## config.mk

```make
export PLATFORM = sky130hd
export DESIGN_NAME = bitmap_block_allocator
export DESIGN_NICKNAME = d
export VERILOG_FILES = /design/src/bba_pkg.sv /design/src/bitmap_block_allocator.sv /design/src/bba_ctrl.sv /design/src/bba_datapath.sv
export SDC_FILE = /design/constraint.sdc
export NUM_CORES = 2
export LEC_CHECK = 0
export BUFFER_PORTS_ARGS = -buffer_cell sky130_fd_sc_hd__buf_2
export CAP_MARGIN = 20
export CELL_PAD_IN_SITES_DETAIL_PLACEMENT = 0
export CELL_PAD_IN_SITES_GLOBAL_PLACEMENT = 1
export CORE_MARGIN = 1.5
export CORE_UTILIZATION = 45
export CTS_CLUSTER_SIZE = 30
export DETAILED_ROUTE_END_ITERATION = 12
export GPL_TIMING_DRIVEN = 0
export HOLD_SLACK_MARGIN = 0.12
export PLACE_DENSITY_LB_ADDON = 0.1
export SLEW_MARGIN = 40
export SYNTH_ARGS = -nofsm -noshare
export SYNTH_HDL_FRONTEND = slang
export SYNTH_SLANG_ARGS = --single-unit
```

## constraint.sdc

```tcl
create_clock -name aclk -period 5.4 [get_ports aclk]
set_clock_uncertainty 0.2 [all_clocks]
set_input_delay 1.35 -clock aclk [delete_from_list [all_inputs] [get_ports aclk]]
set_output_delay 1.35 -clock aclk [all_outputs]
set_load 0.005 [all_outputs]
```

## src/bba_pkg.sv

```systemverilog
// Shared constants, codes and controller/datapath interface types for the block allocator.
package bba_pkg;

    localparam int NUM_BLOCKS = 1024;
    localparam int MAX_AMOUNT = 64;
    localparam int WORD_W     = 32;
    localparam int NUM_WORDS  = NUM_BLOCKS / WORD_W;
    localparam int ADDR_W     = $clog2(NUM_WORDS);
    localparam int BIT_W      = $clog2(WORD_W);
    localparam int IDX_W      = ADDR_W + BIT_W;
    localparam int CNT_W      = 11;
    localparam int AMT_W      = 7;
    localparam int ACT_W      = 2;

    typedef enum logic [ACT_W-1:0] {
        ACT_ALLOC = 2'd0,
        ACT_SET   = 2'd1,
        ACT_QUERY = 2'd2
    } bba_action_t;

    localparam logic STATUS_OK   = 1'b0;
    localparam logic STATUS_FAIL = 1'b1;

    typedef struct packed {
        logic load;
        logic rd;
        logic commit;
        logic next_word;
        logic fail;
    } bba_cmd_t;

    typedef struct packed {
        logic drop;
        logic is_alloc;
        logic found;
        logic last_word;
        logic out_last;
    } bba_sts_t;

endpackage

```

## src/bitmap_block_allocator.sv

```systemverilog
// Top level of the first-fit bitmap block allocator.
//
//  channel  | transfer when         | contents
//  ---------+-----------------------+--------------------------------------------------
//  s_ (in)  | s_tvalid & s_tready   | tuser action; tdata block_index, mark_used, amount
//  m_ (out) | m_tvalid & m_tready   | tuser status; tdata result_index, is_used,
//           |                       | free_count; tlast last
//
// One request at a time; s_tready is high only between requests.
// Set and query: steps per request are accept, word read, check and commit, result transfer.
// Allocate: per block handed out, a word read and a check for each 32-block word scanned from
// the word of the previous block, then the result transfer; a run over a full map scans up to
// the last word before the failure result.
// The scan rate is set by the single-port word memory with registered read data.
// Reset clears the per-word valid bits and sets the free count to 1024 at once; no clearing pass.
// A stalled m_tready holds the result and the whole block.
module bitmap_block_allocator import bba_pkg::*; (
    input  logic        aclk,
    input  logic        aresetn,
    input  logic        s_tvalid,
    output logic        s_tready,
    input  logic [23:0] s_tdata,   // [9:0] block_index, [10] mark_used, [17:11] amount
    input  logic [1:0]  s_tuser,   // [1:0] action
    output logic        m_tvalid,
    input  logic        m_tready,
    output logic [23:0] m_tdata,   // [9:0] result_index, [10] is_used, [21:11] free_count
    output logic        m_tuser,   // [0] status
    output logic        m_tlast
);

    bba_cmd_t         cmd;
    bba_sts_t         sts;
    logic [IDX_W-1:0] result_index;
    logic             is_used;
    logic [CNT_W-1:0] free_count;

    bba_ctrl u_ctrl (
        .aclk     (aclk),
        .aresetn  (aresetn),
        .s_tvalid (s_tvalid),
        .s_tready (s_tready),
        .m_tvalid (m_tvalid),
        .m_tready (m_tready),
        .sts      (sts),
        .cmd      (cmd)
    );

    bba_datapath u_datapath (
        .aclk             (aclk),
        .aresetn          (aresetn),
        .in_action        (s_tuser),
        .in_block_index   (s_tdata[9:0]),
        .in_mark_used     (s_tdata[10]),
        .in_amount        (s_tdata[17:11]),
        .cmd              (cmd),
        .sts              (sts),
        .out_status       (m_tuser),
        .out_result_index (result_index),
        .out_is_used      (is_used),
        .out_free_count   (free_count),
        .out_last         (m_tlast)
    );

    assign m_tdata = {2'b00, free_count, is_used, result_index};

endmodule

```

## src/bba_ctrl.sv

```systemverilog
// Control state machine sequencing request intake, bitmap reads, commits and result transfers.
module bba_ctrl import bba_pkg::*; (
    input  logic     aclk,
    input  logic     aresetn,
    input  logic     s_tvalid,
    output logic     s_tready,
    output logic     m_tvalid,
    input  logic     m_tready,
    input  bba_sts_t sts,
    output bba_cmd_t cmd
);

    typedef enum logic [1:0] {
        ST_IDLE,
        ST_READ,
        ST_CHECK,
        ST_SEND
    } state_t;

    state_t state_reg, state_next;
    logic   m_tvalid_reg, m_tvalid_next;

    assign s_tready = (state_reg == ST_IDLE);
    assign m_tvalid = m_tvalid_reg;

    always_comb begin
        state_next    = state_reg;
        m_tvalid_next = m_tvalid_reg;
        cmd           = '0;
        case (state_reg)
            ST_IDLE: begin
                if (s_tvalid) begin
                    cmd.load = 1'b1;
                    if (!sts.drop) begin
                        state_next = ST_READ;
                    end
                end
            end
            ST_READ: begin
                cmd.rd     = 1'b1;
                state_next = ST_CHECK;
            end
            ST_CHECK: begin
                if (!sts.is_alloc || sts.found) begin
                    cmd.commit    = 1'b1;
                    m_tvalid_next = 1'b1;
                    state_next    = ST_SEND;
                end else if (sts.last_word) begin
                    cmd.fail      = 1'b1;
                    m_tvalid_next = 1'b1;
                    state_next    = ST_SEND;
                end else begin
                    cmd.next_word = 1'b1;
                    state_next    = ST_READ;
                end
            end
            ST_SEND: begin
                if (m_tready) begin
                    m_tvalid_next = 1'b0;
                    state_next    = sts.out_last ? ST_IDLE : ST_READ;
                end
            end
            default: begin
                state_next    = ST_IDLE;
                m_tvalid_next = 1'b0;
            end
        endcase
    end

    always_ff @(posedge aclk) begin
        if (!aresetn) begin
            state_reg    <= ST_IDLE;
            m_tvalid_reg <= 1'b0;
        end else begin
            state_reg    <= state_next;
            m_tvalid_reg <= m_tvalid_next;
        end
    end

endmodule

```

## src/bba_datapath.sv

```systemverilog
// Bitmap word memory, free count, lowest-free search and result register.
module bba_datapath import bba_pkg::*; (
    input  logic              aclk,
    input  logic              aresetn,
    input  logic [ACT_W-1:0]  in_action,
    input  logic [IDX_W-1:0]  in_block_index,
    input  logic              in_mark_used,
    input  logic [AMT_W-1:0]  in_amount,
    input  bba_cmd_t          cmd,
    output bba_sts_t          sts,
    output logic              out_status,
    output logic [IDX_W-1:0]  out_result_index,
    output logic              out_is_used,
    output logic [CNT_W-1:0]  out_free_count,
    output logic              out_last
);

    logic [WORD_W-1:0]    mem [NUM_WORDS];
    logic [NUM_WORDS-1:0] vld_reg;
    logic [WORD_W-1:0]    rd_data_reg;
    logic                 rd_vld_reg;
    logic [ADDR_W-1:0]    rd_addr_reg;

    logic [ACT_W-1:0]     act_reg;
    logic [IDX_W-1:0]     idx_reg;
    logic                 mark_reg;
    logic [AMT_W-1:0]     rem_reg;
    logic [ADDR_W-1:0]    ptr_reg;
    logic [CNT_W-1:0]     cnt_reg, cnt_next;

    logic                 out_status_reg;
    logic [IDX_W-1:0]     out_index_reg;
    logic                 out_used_reg;
    logic [CNT_W-1:0]     out_count_reg;
    logic                 out_last_reg;

    logic [ADDR_W-1:0]    rd_addr;
    logic [WORD_W-1:0]    word;
    logic [BIT_W-1:0]     bit_sel;
    logic                 found;
    logic                 is_alloc;
    logic                 old_bit;
    logic [WORD_W-1:0]    wr_data;
    logic                 done;

    assign is_alloc = (act_reg == ACT_ALLOC);
    assign rd_addr  = is_alloc ? ptr_reg : idx_reg[IDX_W-1:BIT_W];
    assign word     = rd_vld_reg ? rd_data_reg : '0;
    assign found    = ~&word;
    assign old_bit  = word[idx_reg[BIT_W-1:0]];
    assign done     = (rem_reg == AMT_W'(1));

    always_comb begin
        bit_sel = '0;
        for (int i = WORD_W - 1; i >= 0; i--) begin
            if (!word[i]) begin
                bit_sel = BIT_W'(i);
            end
        end
    end

    always_comb begin
        wr_data = word;
        if (is_alloc) begin
            wr_data[bit_sel] = 1'b1;
        end else begin
            wr_data[idx_reg[BIT_W-1:0]] = mark_reg;
        end
    end

    always_comb begin
        cnt_next = cnt_reg;
        if (is_alloc || (act_reg == ACT_SET && old_bit != mark_reg)) begin
            if (is_alloc || mark_reg) begin
                if (cnt_reg != '0) begin
                    cnt_next = cnt_reg - CNT_W'(1);
                end
            end else begin
                cnt_next = cnt_reg + CNT_W'(1);
            end
        end
    end

    always_comb begin
        sts.drop      = (in_action == ACT_ALLOC && in_amount == '0)
                        || (in_action != ACT_ALLOC && in_action != ACT_SET
                            && in_action != ACT_QUERY);
        sts.is_alloc  = is_alloc;
        sts.found     = found;
        sts.last_word = (ptr_reg == ADDR_W'(NUM_WORDS - 1));
        sts.out_last  = out_last_reg;
    end

    always_ff @(posedge aclk) begin
        if (cmd.rd) begin
            rd_data_reg <= mem[rd_addr];
        end
        if (cmd.commit && act_reg != ACT_QUERY) begin
            mem[rd_addr_reg] <= wr_data;
        end
    end

    always_ff @(posedge aclk) begin
        if (!aresetn) begin
            vld_reg <= '0;
            cnt_reg <= CNT_W'(NUM_BLOCKS);
        end else if (cmd.commit && act_reg != ACT_QUERY) begin
            vld_reg[rd_addr_reg] <= 1'b1;
            cnt_reg              <= cnt_next;
        end
    end

    always_ff @(posedge aclk) begin
        if (cmd.rd) begin
            rd_vld_reg  <= vld_reg[rd_addr];
            rd_addr_reg <= rd_addr;
        end
        if (cmd.load) begin
            act_reg  <= in_action;
            idx_reg  <= in_block_index;
            mark_reg <= in_mark_used;
            rem_reg  <= (in_amount > AMT_W'(MAX_AMOUNT)) ? AMT_W'(MAX_AMOUNT) : in_amount;
            ptr_reg  <= '0;
        end else if (cmd.next_word) begin
            ptr_reg <= ptr_reg + ADDR_W'(1);
        end else if (cmd.commit && is_alloc) begin
            rem_reg <= rem_reg - AMT_W'(1);
        end
        if (cmd.commit) begin
            out_status_reg <= STATUS_OK;
            out_count_reg  <= cnt_next;
            if (is_alloc) begin
                out_index_reg <= {ptr_reg, bit_sel};
                out_used_reg  <= 1'b1;
                out_last_reg  <= done;
            end else begin
                out_index_reg <= idx_reg;
                out_used_reg  <= (act_reg == ACT_SET) ? mark_reg : old_bit;
                out_last_reg  <= 1'b1;
            end
        end else if (cmd.fail) begin
            out_status_reg <= STATUS_FAIL;
            out_index_reg  <= '0;
            out_used_reg   <= 1'b0;
            out_count_reg  <= '0;
            out_last_reg   <= 1'b1;
        end
    end

    assign out_status       = out_status_reg;
    assign out_result_index = out_index_reg;
    assign out_is_used      = out_used_reg;
    assign out_free_count   = out_count_reg;
    assign out_last         = out_last_reg;

endmodule
```

# After elaboration in Yosys (flattened, before gate mapping)
# Memories as Yosys holds them, arrays and structs flattened. A register that Yosys moved wholly into a read port is not among the register bits.
# Index checks and enable logic that the tools add are counted.
# word_totals
mem_bits_ro,0
out_inout_bits,28
memories,1
ram_bits,1024
latch_bits,0
in_bits,30
ff_bits,101
# memory_table
memory,depth,width,rd,rd_clocked_by_memory_dff,write_ports,line_no,text
u_datapath.mem,32,32,1,1,1,bba_datapath.sv:18,logic [WORD_W-1:0] mem [NUM_WORDS];
# classes
add_sub_neg,4
n_eq_ne,15
reduce_logical,28
div_mod_pow,0
magnitude_cmp,8
n_shift,0
mul,0
n_mux,86
bitwise,2
# ops
operator,count
$mux 5,33
$mux 32,2
$or 32x32->32,2
$mux 11,5
$bwmux 32,1
$reduce_and 32->1,1
$mux 10,3
$mux 7,4
$lt 5x6->1 const B,4
$mux 1,24
$demux 1 s5,3
$ge 5x1->1 const B,3
$mux 2,6
$add 11x1->11 const B,1
$reduce_bool 11->1,1
$sub 11x1->11 const B,1
$bmux 1 s5,2
$ne 2x2->1 const B,5
$logic_and 1x1->1,9
$pmux 2 s4,1
$reduce_bool 2->1,4
$eq 7x1->1 const B,1
$gt 7x7->1 const B,1
$logic_not 7->1,1
15 further kinds,25

# Depth between registers and ports, before layout
# depth
word_depth,39
ltp_mapped,13
depth_no_buf,9

# Hierarchy
# A second synthesis with hierarchy kept.
# unflattened
cells_unflattened,3827
hier_area_um2,48245.0
# modules_own_cells
module,cells_each,n_inst,seq_area_each_um2,area_each_um2
bba_datapath,3802,1,34162.8,48032.3
bba_ctrl,21,1,60.1,186.4
bitmap_block_allocator,4,1,0.0,26.3

# Worst setup path after synthesis
# Ideal clock, no wire load.
# synth_timing
path_type,reg2reg
from,reg u_datapath.rd_vld_reg
to,"mem u_datapath.mem[30][0], enable pin"
path_stages_with_launch,10
t_arrival_ns,3.213
path_slack_ns,1.565
t_required_ns,4.777
n_path_buf,2
cell_sequence,edfxtp_1 buf_2 and3_1 nand4_1 nor3_1 a21oi_1 o21a_1 clkbuf_1 nand3b_1 nor2_1
# synth_via
elab_chain_len,9
# synth_lines
element,line_no,text
"start, declared",bba_datapath.sv:21,logic rd_vld_reg;
"start signal, assigned",bba_datapath.sv:115,rd_vld_reg <= vld_reg[rd_addr];
$mux 32,bba_datapath.sv:48,assign word = rd_vld_reg ? rd_data_reg : '0;
$reduce_and 32->1,bba_datapath.sv:49,assign found = ~&word;
$logic_not 1->1,bba_datapath.sv:49,
$logic_or 1x1->1,bba_ctrl.sv:44,if (!sts.is_alloc || sts.found) begin
$mux 1,bba_ctrl.sv:44,
$mux 3,bba_ctrl.sv:30,case (state_reg)
$logic_and 1x1->1,bba_datapath.sv:98,if (cmd.commit && act_reg != ACT_QUERY) begin
$mux 1,bba_datapath.sv:98,
$mux 1 (not written as such),bba_datapath.sv:99,mem[rd_addr_reg] <= wr_data;
"end, declared",bba_datapath.sv:18,
# No other way between the ends.

# Final worst setup path
# layout_timing
from,reg u_datapath.act_reg[1]
to,"reg u_datapath.rd_data_reg[26] (read register of u_datapath.mem), data pin"
# layout_via
elab_chain_len,2
# layout_lines
element,line_no,text
"start, declared",bba_datapath.sv:24,logic [ACT_W-1:0] act_reg;
"start signal, assigned",bba_datapath.sv:119,act_reg <= in_action;
$logic_not 2->1,bba_datapath.sv:46,assign is_alloc = (act_reg == ACT_ALLOC);
$mux 5,bba_datapath.sv:47,assign rd_addr = is_alloc ? ptr_reg : idx_reg[IDX_W-1:BIT_W];
"end, declared",bba_datapath.sv:20,logic [WORD_W-1:0] rd_data_reg;
# No other way between the ends.
# A chain may end at the register's enable or synchronous reset.

==> results.txt <==
----------------------------------------------------
[Min path]
  Beginning of the worst hold path ... u_datapath.vld_reg[5]
  Min-Delay Path Class ... flop to flop
  Hold Crit Endpoint ... u_datapath.vld_reg[5]
  Worst Hold Path Cells ... 1

[Power and ir drop]
  Leakage power ... 0.01961 uW
  Power density of the placed cells ... 371.4 nW/um2
  Worst vdd ir ... 0.2864 mV

[STA]
  Final setup violation count ... 0
  Time the final worst path needs with I/O delays and setup ... 5.099 ns
  Max-slew violation count ... 0
  Count of endpoints failing hold in the final timing report ... 0
  Final critical-path share of the clock period ... 94.42%
  Setup repair after global routing missed its margin ... no
  Post-route worst setup slack ... 0.3012 ns
  Max-Slew Margin vs Limit ... 29.22%
  Highest clock frequency the design can meet ... 0.1961 GHz
  Slew at the pin with the worst max-slew slack ... 1.054 ns
  Setup TNS ... 0 ns

[Routing]
  Antenna-violating nets left ... 0
  DRC violations left ... 0
  WL final ... 155.9 mm
  Routed wirelength normalized by instance count ... 27.55 um
  Starting DRC count in detailed routing ... 3481
  Drt pass-1 iters ... 7
  Via/cell ratio ... 5.839
  Vias ... 33050

[Layout]
  Area of the multi-input gates ... 13160 um2
  Post-route core utilization ... 53.89%
  Most frequent cells in the layout ... sky130_fd_sc_hd__nand2_1 (1120), sky130_fd_sc_hd__edfxtp_1 (1105), sky130_fd_sc_hd__nand3_1 (552)
  Total of fill cells in the finished design ... 8972
  Final Net Count ... 4209
  Most frequent standard cell in the layout excluding fill and tap cells ... sky130_fd_sc_hd__nand2_1
  Storage cell area ... 34220 um2
  Fraction of layout instances using a drive strength above 1 ... 12.87%
  Area delta synth->final ... 18.87%
  Max FFs per register ... 1024

[Critical path]
  Launching point of the worst reg2reg path ... u_datapath.act_reg[1]
  Arrival time of the worst setup path ... 5.48 ns
  Required time of the worst setup path ... 5.78 ns
  Endpoint kind of the worst setup timing path ... flop
  R2r endpoint ... u_datapath.rd_data_reg[26]
  Largest fanout of any net on the critical path ... 11
  FF-to-FF setup slack ... 0.30 ns
  Worst reg2reg path depth ... 10
  Category of the most critical setup path ... flop to flop
  Sort of element at the start of the critical path ... flop

[Floorplan]
  Die area ... 107900 um2
  Chip Width ... 328.4 um
  Die Ht ... 328.4 um
  Total core area ... 105100 um2
  Number of rows in the core area ... 119
  Initial Utilization ... 45.34%
  # IOs ... 58

[Global route]
  Vias in the first global route ... 31260
  Maximum number of pins on one net before global-route repair ... 25
  Aggregate global routing overflow ... 0
  Total routing usage reported by global routing ... 28.82%
  Number of antenna violations at the first check in global routing ... 3
  First-pass GRT wire length ... 222.3 mm

[CTS]
  Hold-fix buffers, CTS ... 0
  Count of cells resized by post-cts repair ... 0
  Clock buffer count from CTS ... 120
  Clock tree buffer depth ... 3
  Clock root buffer master ... sky130_fd_sc_hd__clkbuf_16
  H-tree Lvls ... 3
  Clock tree from TritonCTS ... done
  Clk Latency, worst-skew pair ... 0.71 ns
  Post-CTS setup buffers ... 0
  Reg clk slew, reported paths ... 0.06 ns
  Clock sink total ... 1157

[Placement]
  Pre-CTS WS ... 0.3057 ns
  Total half-perimeter wirelength after legalization and detailed placement ... 113.4 mm
  Port Buf Inserts ... 48
  Placer Congestion ... 0.9498

[Logic synthesis]
  Area of the mapped netlist ... 47660 um2
  Count of state elements after synthesis ... 1157
  Gate count after technology mapping ... 3877
  Mean cell area of the mapped netlist ... 12.29 um2
  Count of warnings emitted by yosys ... 0
  Count of flip-flops with a built-in enable after synthesis ... 1105
  Main flop type after synthesis ... sky130_fd_sc_hd__edfxtp_1
  Seq/Total Area, Yosys ... 71.81%
  Number of distinct standard cells referenced by the synthesized netlist ... 65
  Fraction of synthesis flops using an asynchronous set or reset pin ... 0%

[Run]
  Max cap viols ... 0

[Status]
  Outcome ... complete, no violations

----------------------------------------------------
-- critical path, cell delays in order (launching register included) --
cell and delay, ns:
sky130_fd_sc_hd__edfxtp_1 0.34, sky130_fd_sc_hd__buf_2 0.20, sky130_fd_sc_hd__or2_1 0.12, sky130_fd_sc_hd__buf_2 0.31
sky130_fd_sc_hd__mux2i_1 0.65, sky130_fd_sc_hd__clkbuf_2 0.53, sky130_fd_sc_hd__clkbuf_1 0.67, sky130_fd_sc_hd__clkbuf_1 0.54
sky130_fd_sc_hd__a311oi_1 0.36, sky130_fd_sc_hd__a311oi_1 0.89, sky130_fd_sc_hd__a21o_1 0.14
-- cell type report --
cell class,instances,area share (%)
Clock inverter,49,0.6383
Tap cell,1391,3.072
Timing Repair Buffer,173,4.612
Inverter,25,0.1656
Antenna cell,2,0.008835
Multi-Input combinational cell,2432,23.23
Clock buffer,167,5.919
Sequential cell,1157,60.41
Buffer,264,1.944
-- logic make-up after synthesis --
logic type / after synthesis / synth area share (%)
compound gates: 455 / 7.073
xor+xnor: 16 / 0.2940
fa+ha+maj: 6 / 0.1575
buf+inv: 289 / 2.468
flops: 1157 / 71.81
mux: 18 / 0.5356
other cells: 1 / 0.007868
simple gates: 1935 / 17.66
-- per-layer routing --
layer  GRT usage (%)  share of wire, %
met1           38.02                41
met2           46.38                47
met3           5.717               7.2
met4           12.65               4.9
met5               0             0.014
-- where the power goes --
group,internal [uW],total [uW],leakage [uW],switching [uW]
Combinational,816,2920,0.00728,2100
Sequential,10100,10200,0.0105,94.2
Clock,4490,7920,0.00181,3430
Total,15400,21000,0.0196,5630
-- Yosys cell counts, drive strengths merged (6+ instances only) --
| cell | number | area share (%) |
|---|---|---|
| and3 | 78 | 1.0 |
| xor2 | 9 | 0.17 |
| a31oi | 56 | 0.74 |
| dfxtp | 52 | 2.2 |
| inv | 24 | 0.19 |
| a22oi | 13 | 0.20 |
| nand3b | 12 | 0.19 |
| o21a | 35 | 0.55 |
| buf | 70 | 0.74 |
| nand4 | 13 | 0.17 |
| a311oi | 168 | 3.1 |
| o21ai | 46 | 0.48 |
| nand2 | 1120 | 8.8 |
| nor3 | 17 | 0.18 |
| xnor2 | 7 | 0.13 |
| a21oi | 58 | 0.61 |
| nand2b | 16 | 0.21 |
| nor4 | 7 | 0.092 |
| a21o | 35 | 0.55 |
| mux2i | 13 | 0.30 |
| and2 | 9 | 0.12 |
| clkbuf | 194 | 1.5 |
| edfxtp | 1105 | 70 |
| ha | 6 | 0.16 |
| nor2b | 6 | 0.079 |
| nand3 | 553 | 5.8 |
| nor2 | 84 | 0.66 |
-- metrics by stage --
step,instances,instance area (um2),power (uW),hold WS [ns]
3_5_place_dp,5442,52900,13280,0.2525
2_1_floorplan,3878,47660,11770,0.2406
4_1_cts,5658,56620,21100,0.2666
3_3_place_gp,5317,49640,13010,0.2463
6_report,5660,56650,21040,0.2669
5_1_grt,5658,56650,21630,0.2740
-- worst max path at each step --
stage,start,to,cells after the start
after detailed placement,u_datapath.act_reg[1],u_datapath.rd_data_reg[26],11
final,u_datapath.act_reg[1],u_datapath.rd_data_reg[26],10
after CTS,u_datapath.act_reg[1],u_datapath.rd_data_reg[26],11
after global routing,u_datapath.act_reg[1],u_datapath.rd_data_reg[26],10
after floorplan,u_datapath.rd_vld_reg,u_datapath.mem[30][0],9
after global placement,u_datapath.rd_vld_reg,u_datapath.mem[18][14],10
(Power assumes the default switching activity.)
